--- config.mk ---
export PLATFORM = sky130hd
export DESIGN_NAME = aac_controller
export DESIGN_NICKNAME = d
export VERILOG_FILES = /design/src/design/aac_pkg.sv /design/src/design/aac_controller.sv
export SDC_FILE = /design/constraint.sdc
export NUM_CORES = 1
export LEC_CHECK = 0
export ABC_AREA = 1
export BUFFER_PORTS_ARGS = -buffer_cell sky130_fd_sc_hd__buf_2
export CAP_MARGIN = 10
export CORE_AREA = 2 2 39 41
export DETAILED_ROUTE_END_ITERATION = 10
export DIE_AREA = 0 0 41 43
export PLACE_DENSITY = 0.84
export SYNTH_ARGS = -nofsm -noshare
export SYNTH_HDL_FRONTEND = slang
export SYNTH_SLANG_ARGS = --single-unit
--- constraint.sdc ---
create_clock -name clock -period 2.1 [get_ports clock]
set_input_delay 0.105 -clock clock [delete_from_list [all_inputs] [get_ports clock]]
set_output_delay 0.105 -clock clock [all_outputs]
set_load 0.1 [all_outputs]
--- src/design/aac_pkg.sv ---
// ----------------------------------------------------------------------------
// aac_pkg
// shared types and constants of the annealing acceptance controller
// ----------------------------------------------------------------------------
package aac_pkg;

   // fixed-point format of energies and temperature
   localparam int FRAC_BITS = 16;
   localparam logic [31:0] TEMP_RESET = 32'd1000 << FRAC_BITS;

   // shared restoring divider
   localparam int DIV_W = 48;
   localparam int CNT_W = 6;
   localparam logic [CNT_W-1:0] DIV_LAST    = CNT_W'(DIV_W - 1);
   localparam logic [CNT_W-1:0] SCALE_LAST  = CNT_W'(2);
   localparam logic [CNT_W-1:0] SQUARE_LAST = CNT_W'(7);

   // exponential series
   localparam logic [31:0] Q30_ONE    = 32'h4000_0000;
   localparam logic [19:0] DIV6_MUL   = 20'd699051;
   localparam int          DIV6_SHIFT = 22;
   localparam logic [20:0] X_LIMIT    = 21'h10_0000;

   // register reset values
   localparam logic [15:0] INITIAL_SAMPLES_RESET    = 16'd2000;
   localparam logic [19:0] CHAIN_LENGTH_RESET       = 20'd2000;
   localparam logic [15:0] COOLING_FACTOR_RESET     = 16'd60293;
   localparam logic [23:0] START_TEMP_SCALE_RESET   = 24'd94548;
   localparam logic [31:0] MAX_ITERATIONS_RESET     = 32'd1000000;
   localparam logic [31:0] SURFACE_START_ITER_RESET = 32'd500000;

   // register indexes
   localparam logic [2:0] CSR_INITIAL_SAMPLES    = 3'd0;
   localparam logic [2:0] CSR_CHAIN_LENGTH       = 3'd1;
   localparam logic [2:0] CSR_COOLING_FACTOR     = 3'd2;
   localparam logic [2:0] CSR_START_TEMP_SCALE   = 3'd3;
   localparam logic [2:0] CSR_MAX_ITERATIONS     = 3'd4;
   localparam logic [2:0] CSR_SURFACE_START_ITER = 3'd5;

   // decision codes
   localparam logic [1:0] KIND_REJECT   = 2'd0;
   localparam logic [1:0] KIND_DOWNHILL = 2'd1;
   localparam logic [1:0] KIND_UPHILL   = 2'd2;

   typedef enum logic [4:0] {
      S_IDLE,
      S_CHECK,
      S_DIV_MOD,
      S_COOL,
      S_SAMPLE,
      S_MEAN,
      S_DIV_MEAN,
      S_SCALE,
      S_SET_TEMP,
      S_RATIO,
      S_DIV_RATIO,
      S_POLY1,
      S_POLY2,
      S_POLY3,
      S_POLY4,
      S_SQUARE,
      S_DECIDE,
      S_OUTPUT
   } aac_state_type;

   typedef enum logic [4:0] {
      OP_NONE,
      OP_LOAD,
      OP_MOD_START,
      OP_DIV_STEP,
      OP_COOL,
      OP_SAMPLE,
      OP_MEAN_START,
      OP_SCALE_STEP,
      OP_SET_TEMP,
      OP_RATIO_START,
      OP_Z2,
      OP_Z3,
      OP_Z4,
      OP_POLY,
      OP_SQUARE,
      OP_DECIDE,
      OP_REJECT,
      OP_OUTPUT
   } aac_op_type;

   typedef struct packed {
      logic finished;
      logic positive;
      logic temp_zero;
      logic sample_fill;
      logic div_last;
      logic scale_last;
      logic square_last;
      logic out_free;
   } aac_status_type;

endpackage

--- src/design/aac_controller.sv ---
// ----------------------------------------------------------------------------
// aac_controller
// sequencer that steps the datapath through one acceptance decision
// ----------------------------------------------------------------------------
module aac_controller (
   input  logic                    clock,
   input  logic                    reset,
   input  logic                    req_valid,
   output logic                    req_stall,
   input  aac_pkg::aac_status_type status,
   output aac_pkg::aac_op_type     op
);

   aac_pkg::aac_state_type state_ff, state_in;

   always_ff @(posedge clock) begin
      if (reset) begin
         state_ff <= aac_pkg::S_IDLE;
      end else begin
         state_ff <= state_in;
      end
   end

   // next state
   always_comb begin
      state_in = state_ff;
      unique case (state_ff)
         aac_pkg::S_IDLE:      if (req_valid) state_in = aac_pkg::S_CHECK;
         aac_pkg::S_CHECK:     state_in = status.finished ? aac_pkg::S_OUTPUT
                                                          : aac_pkg::S_DIV_MOD;
         aac_pkg::S_DIV_MOD:   if (status.div_last) state_in = aac_pkg::S_COOL;
         aac_pkg::S_COOL:      state_in = aac_pkg::S_SAMPLE;
         aac_pkg::S_SAMPLE:    state_in = status.sample_fill ? aac_pkg::S_MEAN
                                                             : aac_pkg::S_RATIO;
         aac_pkg::S_MEAN:      state_in = aac_pkg::S_DIV_MEAN;
         aac_pkg::S_DIV_MEAN:  if (status.div_last) state_in = aac_pkg::S_SCALE;
         aac_pkg::S_SCALE:     if (status.scale_last) state_in = aac_pkg::S_SET_TEMP;
         aac_pkg::S_SET_TEMP:  state_in = aac_pkg::S_RATIO;
         aac_pkg::S_RATIO: begin
            if (status.positive && !status.temp_zero) state_in = aac_pkg::S_DIV_RATIO;
            else                                      state_in = aac_pkg::S_DECIDE;
         end
         aac_pkg::S_DIV_RATIO: if (status.div_last) state_in = aac_pkg::S_POLY1;
         aac_pkg::S_POLY1:     state_in = aac_pkg::S_POLY2;
         aac_pkg::S_POLY2:     state_in = aac_pkg::S_POLY3;
         aac_pkg::S_POLY3:     state_in = aac_pkg::S_POLY4;
         aac_pkg::S_POLY4:     state_in = aac_pkg::S_SQUARE;
         aac_pkg::S_SQUARE:    if (status.square_last) state_in = aac_pkg::S_DECIDE;
         aac_pkg::S_DECIDE:    state_in = aac_pkg::S_OUTPUT;
         aac_pkg::S_OUTPUT:    if (status.out_free) state_in = aac_pkg::S_IDLE;
         default:              state_in = aac_pkg::S_IDLE;
      endcase
   end

   // commands
   always_comb begin
      op = aac_pkg::OP_NONE;
      unique case (state_ff)
         aac_pkg::S_IDLE:      if (req_valid) op = aac_pkg::OP_LOAD;
         aac_pkg::S_CHECK:     op = status.finished ? aac_pkg::OP_REJECT
                                                    : aac_pkg::OP_MOD_START;
         aac_pkg::S_DIV_MOD:   op = aac_pkg::OP_DIV_STEP;
         aac_pkg::S_COOL:      op = aac_pkg::OP_COOL;
         aac_pkg::S_SAMPLE:    op = aac_pkg::OP_SAMPLE;
         aac_pkg::S_MEAN:      op = aac_pkg::OP_MEAN_START;
         aac_pkg::S_DIV_MEAN:  op = aac_pkg::OP_DIV_STEP;
         aac_pkg::S_SCALE:     op = aac_pkg::OP_SCALE_STEP;
         aac_pkg::S_SET_TEMP:  op = aac_pkg::OP_SET_TEMP;
         aac_pkg::S_RATIO: begin
            if (status.positive && !status.temp_zero) op = aac_pkg::OP_RATIO_START;
         end
         aac_pkg::S_DIV_RATIO: op = aac_pkg::OP_DIV_STEP;
         aac_pkg::S_POLY1:     op = aac_pkg::OP_Z2;
         aac_pkg::S_POLY2:     op = aac_pkg::OP_Z3;
         aac_pkg::S_POLY3:     op = aac_pkg::OP_Z4;
         aac_pkg::S_POLY4:     op = aac_pkg::OP_POLY;
         aac_pkg::S_SQUARE:    op = aac_pkg::OP_SQUARE;
         aac_pkg::S_DECIDE:    op = aac_pkg::OP_DECIDE;
         aac_pkg::S_OUTPUT:    if (status.out_free) op = aac_pkg::OP_OUTPUT;
         default:              op = aac_pkg::OP_NONE;
      endcase
   end

   assign req_stall = (state_ff != aac_pkg::S_IDLE);

endmodule

After elaboration in Yosys (flattened, before gate mapping)
Index checks and enable logic that the tools add are counted.
{"block": "op_classes", "n_lt_le_gt_ge": 0, "eq_ne": 24, "multipliers": 0, "n_reduce_logical": 6, "shift": 0, "bitwise": 0, "n_div": 0, "addsub": 0, "n_mux": 16}
{"cell": "$pmux W5 S18", "count": 1}
{"cell": "$pmux W5 S16", "count": 1}
{"cell": "$mux W5", "count": 11}
{"cell": "$eq A5 B4 Y1 const B", "count": 8}
{"cell": "$eq A5 B3 Y1 const B", "count": 4}
{"cell": "$ne A2 B2 Y1 const B", "count": 7}
{"cell": "$eq A5 B2 Y1 const B", "count": 2}
{"cell": "$eq A5 B5 Y1 const B", "count": 2}
{"cell": "$mux W4", "count": 2}
{"cell": "$reduce_and A7 Y1", "count": 1}
{"cell": "$eq A5 B1 Y1 const B", "count": 1}
{"cell": "$logic_not A5 Y1", "count": 1}
{"cell": "$reduce_bool A5 Y1", "count": 1}
{"cell": "$reduce_or A3 Y1", "count": 1}
{"cell": "$logic_and A1 B1 Y1", "count": 1}
{"cell": "$logic_not A1 Y1", "count": 1}
{"cell": "$mux W1", "count": 1}
{"block": "word_totals", "romBits": 0, "word_cells": 47, "latchBits": 0, "out_inout_bits": 6, "mem_count": 0, "mem_bits_rw": 0, "input_bits": 11, "reg_bits": 5}

Logic depth before layout (Yosys ltp)
Gate-level depths: netlist (run 1).
{"block": "depth", "depth_word": 4, "ltp_mapped": 10, "mapped_depth_nobuf": 9}

Least setup slack after synthesis (run 1)
No wires, ideal clock.
{"block": "synth_path", "path_type": "register to output", "start": "register state_ff[3]", "end": "output op[0]", "path_stages_with_launch": 7, "n_path_buf": 1, "arrival_ns": 3.100, "required_ns": 1.995, "path_slack_ns": -1.105, "cell_sequence": "dfxtp_1 > buf_6 > nor2_2 > nand2_1 > inv_1 > nand2_1 > o2111ai_1"}
{"block": "synth_between", "elab_chain_len": 3, "word_cells_on_any_way": 20, "cone_classes": "eq/ne: 17; mux: 1; reduce/logical: 2"}
{"element": "start, declared", "line_no": "aac_controller.sv:14", "text": "aac_pkg::aac_state_type state_ff, state_in;"}
{"element": "start signal, assigned", "line_no": "aac_controller.sv:18", "text": "state_ff <= aac_pkg::S_IDLE;"}
{"element": "start signal, assigned", "line_no": "aac_controller.sv:20", "text": "state_ff <= state_in;"}
{"element": "$eq A5 B4 Y1, or another cell as far along", "line_no": "aac_controller.sv:58", "text": "unique case (state_ff)"}
{"element": "$reduce_or A3 Y1 (no source line)"}
{"element": "$pmux W5 S16 *", "line_no": "aac_controller.sv:58"}
{"element": "end, declared", "line_no": "aac_controller.sv:11", "text": "output aac_pkg::aac_op_type op"}
Mark *: on every way between the ends. The rest lies on a longest branch, timed or not.

Worst setup path after layout (run 1)
{"block": "layout_path", "start": "register state_ff[0]", "end": "output op[0]"}
Same word-level chain as after synthesis.

==> results of run 1 <==
==> cell families (layout without fill, tap and decap cells) <==
family	count (synthesis)	after routing
compound gates	13	13
buf+inv	19	36
flops	5	5
simple gates	73	73
==> power by group <==
| group | switching (W) | internal [W] |
|---|---|---|
| clock | 0.0000402 | 0.0000719 |
| combinational | 0.000652 | 0.000206 |
| sequential | 0.0000445 | 0.000115 |
==> synthesized netlist by cell type <==
cell and number:
inv_2 1, and3_1 1, buf_6 2, nand3_1 15, o2111ai_1 1, a21oi_1 6, nor3_1 1, inv_1 15
nor2_1 8, and2_1 2, a31oi_1 1, nand4_1 8, buf_4 1, nand3_2 1, nor2_2 8, nand2_1 27
o21ai_0 4, dfxtp_1 5, o21ai_4 1, nand2_2 2
==> timing repair <==
item,in CTS,in global routing
hold endpoints to repair,0,0
setup endpoints to repair,0,3
resized for setup,0,3
==> metrics by stage <==
step	cell area (sq um)	power, W
floorplan	644	0.000865
global placement	744	0.000999
detailed placement	744	0.00100
CTS	771	0.00112
global route	777	0.00119
finish	777	0.00113
==> path summary, 6_finish.rpt <==
kind	slack (ps)	start	end	cells past startpoint
hold / removal	70	reset	state_ff[3]$_SDFFE_PP0P_	2
setup / recovery	200	state_ff[0]$_SDFFE_PP0P_	op[0]	7
setup reg to reg	640	state_ff[4]$_SDFFE_PP0P_	state_ff[0]$_SDFFE_PP0P_	8
hold reg to reg	580	state_ff[1]$_SDFFE_PP0P_	state_ff[1]$_SDFFE_PP0P_	2
==> final cells by class <==
class | instances | area [sq um]
timing repair buffer | 16 | 115
multi-input combinational | 86 | 454
inverter | 16 | 60.1
clock buffer | 4 | 26.3
tap | 16 | 20.0
sequential | 5 | 101
fill | 147 | 607
==> critical path, delay by kind of cell (launching register included) <==
kind | cells | cell delay (ps)
flops | 1 | 490
compound gates | 1 | 90
buf+inv | 3 | 580
simple gates | 3 | 380
==> layer usage <==
metal	vias to the layer above	track usage, %	share of wire (%)	wire (microns)
met4	0	16.0	2.4	42
met1	360	27.0	41	704
met3	5	2.62	7.4	128
li1	398	-	-	-
met2	42	35.9	50	860
met5	-	0	0	0
==> flow_summary.json, run 1 <==
{
  "synth_top_area_share_pct": 16.2,
  "synthTopCellsByArea": "nand2_1 16%, dfxtp_1 16%, nand3_1 12%",
  "synthesis.nets": 121,
  "largest-register": "state_ff",
  "avgRoutedWirePerCell_microns": 12.1,
  "layout_min_cycle_time_ps": 1900,
  "worst-path-max-fanout": 8,
  "maxCapViolCount": 0,
  "critPathKind": "reg2out",
  "drive_above_1_share_pct": 27.6,
  "start_util_pct": 45.1,
  "p_per_area_nw_per_um2": 1450,
  "drc": 0,
  "synth.area.mux_share_pct": 0,
  "hold_violations": 0,
  "dieArea_sq_um": 1760,
  "slew_violations": 0,
  "final_cell_mix": "26 x nand2_1, 15 x inv_1, 15 x nand3_1",
  "cts-root-buf": "clkbuf_4",
  "place.gp.congestion": 0.868,
  "synth_area_leader_cell": "nand2_1",
  "synth_area_sq_um": 624,
  "holdCritPathClass": "in2reg",
  "post-place-cells": 139,
  "grt.total_usage_pct": 22.9,
  "grt_pass1_wl_mm": 2.77,
  "synth_simple_gate_area_share_pct": 56.5,
  "postCtsSetupRepairBufs": 0,
  "status": "complete, no violations",
  "die_h_microns": 43,
  "setup_ws_ps": 204,
  "place_ws_ps": 341,
  "dr.pass1.iters": 4,
  "nNetsFinal": 139,
  "final_common_cell": "nand2_1",
  "die_w_microns": 41,
  "synth_top_family_by_area": "simple AND/OR/NAND/NOR gates",
  "area_growth_pct": 24.4,
  "clk_path_buf_depth": 2,
  "vias_per_cell": 5.63,
  "cts_hold_buf": 0,
  "peakVddDrop_mv": 0.811,
  "io_buffers": 16,
  "reg_top3": "state_ff (5)",
  "max_slew_margin_pct": 67.5,
  "cp_cell_sequence": "inv_1, nor2_2, nand3_1, nor2_1, inv_1, o2111ai_4, clkbuf_4",
  "rsz0062_at_grt": "false",
  "hold_slack_ps": 74.3,
  "grt_overflow_total": 0,
  "syn_inst": 110,
  "core_sq_um": 1380,
  "drtAntennaViolNets": 0,
  "yosysWarnings": 0,
  "synth_compound_area_share_pct": 13.0,
  "worst_pin_slew_ps": 491,
  "ioPinCount": 17,
  "largest_reg_flops": 5,
  "synth_xor_area_share_pct": 0,
  "clock_latency_ps": 250,
  "path_clk_slew_ps": 40,
  "worstPathRequired_ps": 2000,
  "cts.sinks": 5,
  "fin_crit_sh_pct": 90.3,
  "fin_util_pct": 56.1,
  "p_leak_nw": 0.389,
  "critPathLaunchType": "flip-flop",
  "setup_violations": 0,
  "grt_pass1_vias": 718,
  "hpwl_mm": 1.42,
  "crit_top_cell": "inv_1",
  "cts_tree": "yes",
  "wirelength_mm": 1.74,
  "ys_types": 20,
  "max_freq_mhz": 528,
  "cts_made_buffers": 3,
  "vias": 805,
  "drtIter0Drc": 24,
  "crit_path_end_kind": "output port",
  "synth_adder_area_share_pct": 0,
  "antenna_found_initial": 0,
  "fin_setup_tns_ps": 0,
  "arrival_ps": 1790,
  "htreeDepth": 1,
  "slowest_delay_ps": 490,
  "n_antenna_cell": 0,
  "grt_max_degree": 12,
  "synth.yosys.seq_area_share_pct": 16.0,
  "synth-seq-cells": 5,
  "fin_cells": 143,
  "fin_skew_ps": 1.22,
  "cpMaxStageDelayCell": "dfxtp_1",
  "syn_area_per_cell_sq_um": 5.68,
  "rows": 14
}
No activity file was read; power rests on OpenSTA's default activity.
==> run 2: changes to the inputs <==
==> constraint.sdc (replaced) <==
create_clock -name clock -period 2 [get_ports clock]
set_input_delay 0.1 -clock clock [delete_from_list [all_inputs] [get_ports clock]]
set_output_delay 0.1 -clock clock [all_outputs]
set_load 0.1 [all_outputs]
==> run 2 against run 1 <==
Against the previous run:
- critical path depth unchanged
- cell area grew 2.6%
- power grew 11%
- clock power rose by 4%
- clock skew about the same
- sequential power up 3%
- first-iteration DRC count up 21%
- combinational power rose by 13%
- hold slack got worse by 1.4 ps
- non-clock buffer count grew 1
- sequential cell count did not move
- utilization is 1.4 points higher
- critical endpoint is now op[2]
==> flow_summary.json, run 2 (synthesis results as in run 1) <==
{
  "setup_violations": 0,
  "cp_cell_sequence": "nand2_1, inv_1, nand2_2, and2_1, and2_1, nand4_1, buf_12",
  "worstPathRequired_ps": 1900,
  "final_cell_mix": "26 x nand2_1, 15 x inv_1, 15 x nand3_1",
  "critPathLaunchType": "flip-flop",
  "vias": 774,
  "holdCritPathClass": "in2reg",
  "ioPinCount": 17,
  "cts_tree": "yes",
  "cts-root-buf": "clkbuf_4",
  "fin_setup_tns_ps": 0,
  "final_common_cell": "nand2_1",
  "path_clk_slew_ps": 40,
  "grt_overflow_total": 0,
  "slew_violations": 0,
  "die_h_microns": 43,
  "grt_pass1_wl_mm": 2.58,
  "start_util_pct": 45.1,
  "largest_reg_flops": 5,
  "crit-reg2reg-capture": "state_ff[1]$_SDFFE_PP0P_",
  "maxCapViolCount": 0,
  "cts_hold_buf": 0,
  "p_per_area_nw_per_um2": 1570,
  "dieArea_sq_um": 1760,
  "status": "complete, no violations",
  "grt.total_usage_pct": 21.4,
  "largest-register": "state_ff",
  "grt_max_degree": 12,
  "antenna_found_initial": 0,
  "max_freq_mhz": 545,
  "drtIter0Drc": 29,
  "rsz0062_at_grt": "false",
  "fin_crit_sh_pct": 91.7,
  "cts_made_buffers": 3,
  "crit_path_end_kind": "output port",
  "dr.pass1.iters": 4,
  "nNetsFinal": 140,
  "reg_top3": "state_ff (5)",
  "crit_top_cell": "and2_1",
  "worst-path-max-fanout": 8,
  "place_area_sq_um": 767,
  "p_leak_nw": 0.398,
  "wirelength_mm": 1.61,
  "slowest_delay_ps": 460,
  "rows": 14,
  "htreeDepth": 1,
  "n_antenna_cell": 0,
  "grt_pass1_vias": 676,
  "fin_skew_ps": 1.52,
  "vias_per_cell": 5.38,
  "peakVddDrop_mv": 0.643,
  "r2r_start": "state_ff[4]$_SDFFE_PP0P_",
  "crit_end": "op[2]",
  "cp_num_cells": 7,
  "clock_latency_ps": 240,
  "drive_above_1_share_pct": 28.1,
  "core_sq_um": 1380,
  "place.gp.congestion": 0.865,
  "max_slew_margin_pct": 68.0,
  "reg2regPathDepth": 8,
  "area_growth_pct": 27.7,
  "drc": 0,
  "avgRoutedWirePerCell_microns": 11.2,
  "stdcell_area_sq_um": 797,
  "io_buffers": 16,
  "arrival_ps": 1730,
  "r2r_slack_ps": 500,
  "cpMaxStageDelayCell": "dfxtp_1",
  "clk_path_buf_depth": 2,
  "layout_min_cycle_time_ps": 1830,
  "drtAntennaViolNets": 0,
  "die_w_microns": 41,
  "hpwl_mm": 1.32,
  "path_delay_family": "simple AND/OR/NAND/NOR gates",
  "startpoint": "state_ff[0]$_SDFFE_PP0P_",
  "critPathBufInv": 2,
  "cts.sinks": 5,
  "critPathKind": "reg2out",
  "worst_pin_slew_ps": 483,
  "hold_violations": 0
}
[run 2: final cells by class]
class | instances | area, sq um
clock buffer | 4 | 26.3
fill | 134 | 587
inverter | 16 | 60.1
multi-input combinational | 86 | 454
sequential | 5 | 101
tap | 16 | 20.0
timing repair buffer | 17 | 135
[run 2: worst reg2reg max path: stages (launching register included)]
cell and delay, ps:
dfxtp_1 520, inv_2 150, nand2_1 100, nor2_2 60, nand3_1 80, nand3_2 130, nor2_2 190, nand2_1 70
a21oi_1 140
[run 2: where the power goes]
part           leakage [nW]  switching, W  internal, W
Combinational         0.342      0.000701     0.000268
Sequential           0.0412     0.0000438     0.000121
Clock                0.0150     0.0000405    0.0000754
Total                 0.398      0.000786     0.000464
[run 2: layer usage]
metal	track usage (%)	share of wire, %	up-vias
met2	32.8	47	42
met5	0	0	-
li1	-	-	404
met3	3.14	7.7	2
met1	27.0	44	326
met4	12.0	1.5	0
[run 2: timing repair]
item	4_1_cts	5_1_grt
resized for setup	0	2
hold endpoints to repair	0	0
setup endpoints to repair	0	4
buffers inserted	0	0
[run 2: through the flow]
step	power [W]	setup slack (ps)	hold slack [ps]	utilization, %	instances
after floorplan	0.000908	64.1	169	-	110
after global placement	0.00112	343	321	55.4	140
after detailed placement	0.00113	301	329	55.4	140
after CTS	0.00124	41.4	73.3	57.3	144
after global routing	0.00132	51.9	75.1	57.6	144
final	0.00125	166	72.8	57.6	144
[run 2: worst min path at each step]
stage / from / slack, ps / cells after the start / end
5_1_grt: reset / 80 / 2 / state_ff[1]$_SDFFE_PP0P_
2_1_floorplan: reset / 170 / 1 / state_ff[0]$_SDFFE_PP0P_
6_report: reset / 70 / 2 / state_ff[3]$_SDFFE_PP0P_
3_5_place_dp: reset / 330 / 2 / state_ff[0]$_SDFFE_PP0P_
3_3_place_gp: reset / 320 / 2 / state_ff[3]$_SDFFE_PP0P_
4_1_cts: reset / 70 / 2 / state_ff[0]$_SDFFE_PP0P_
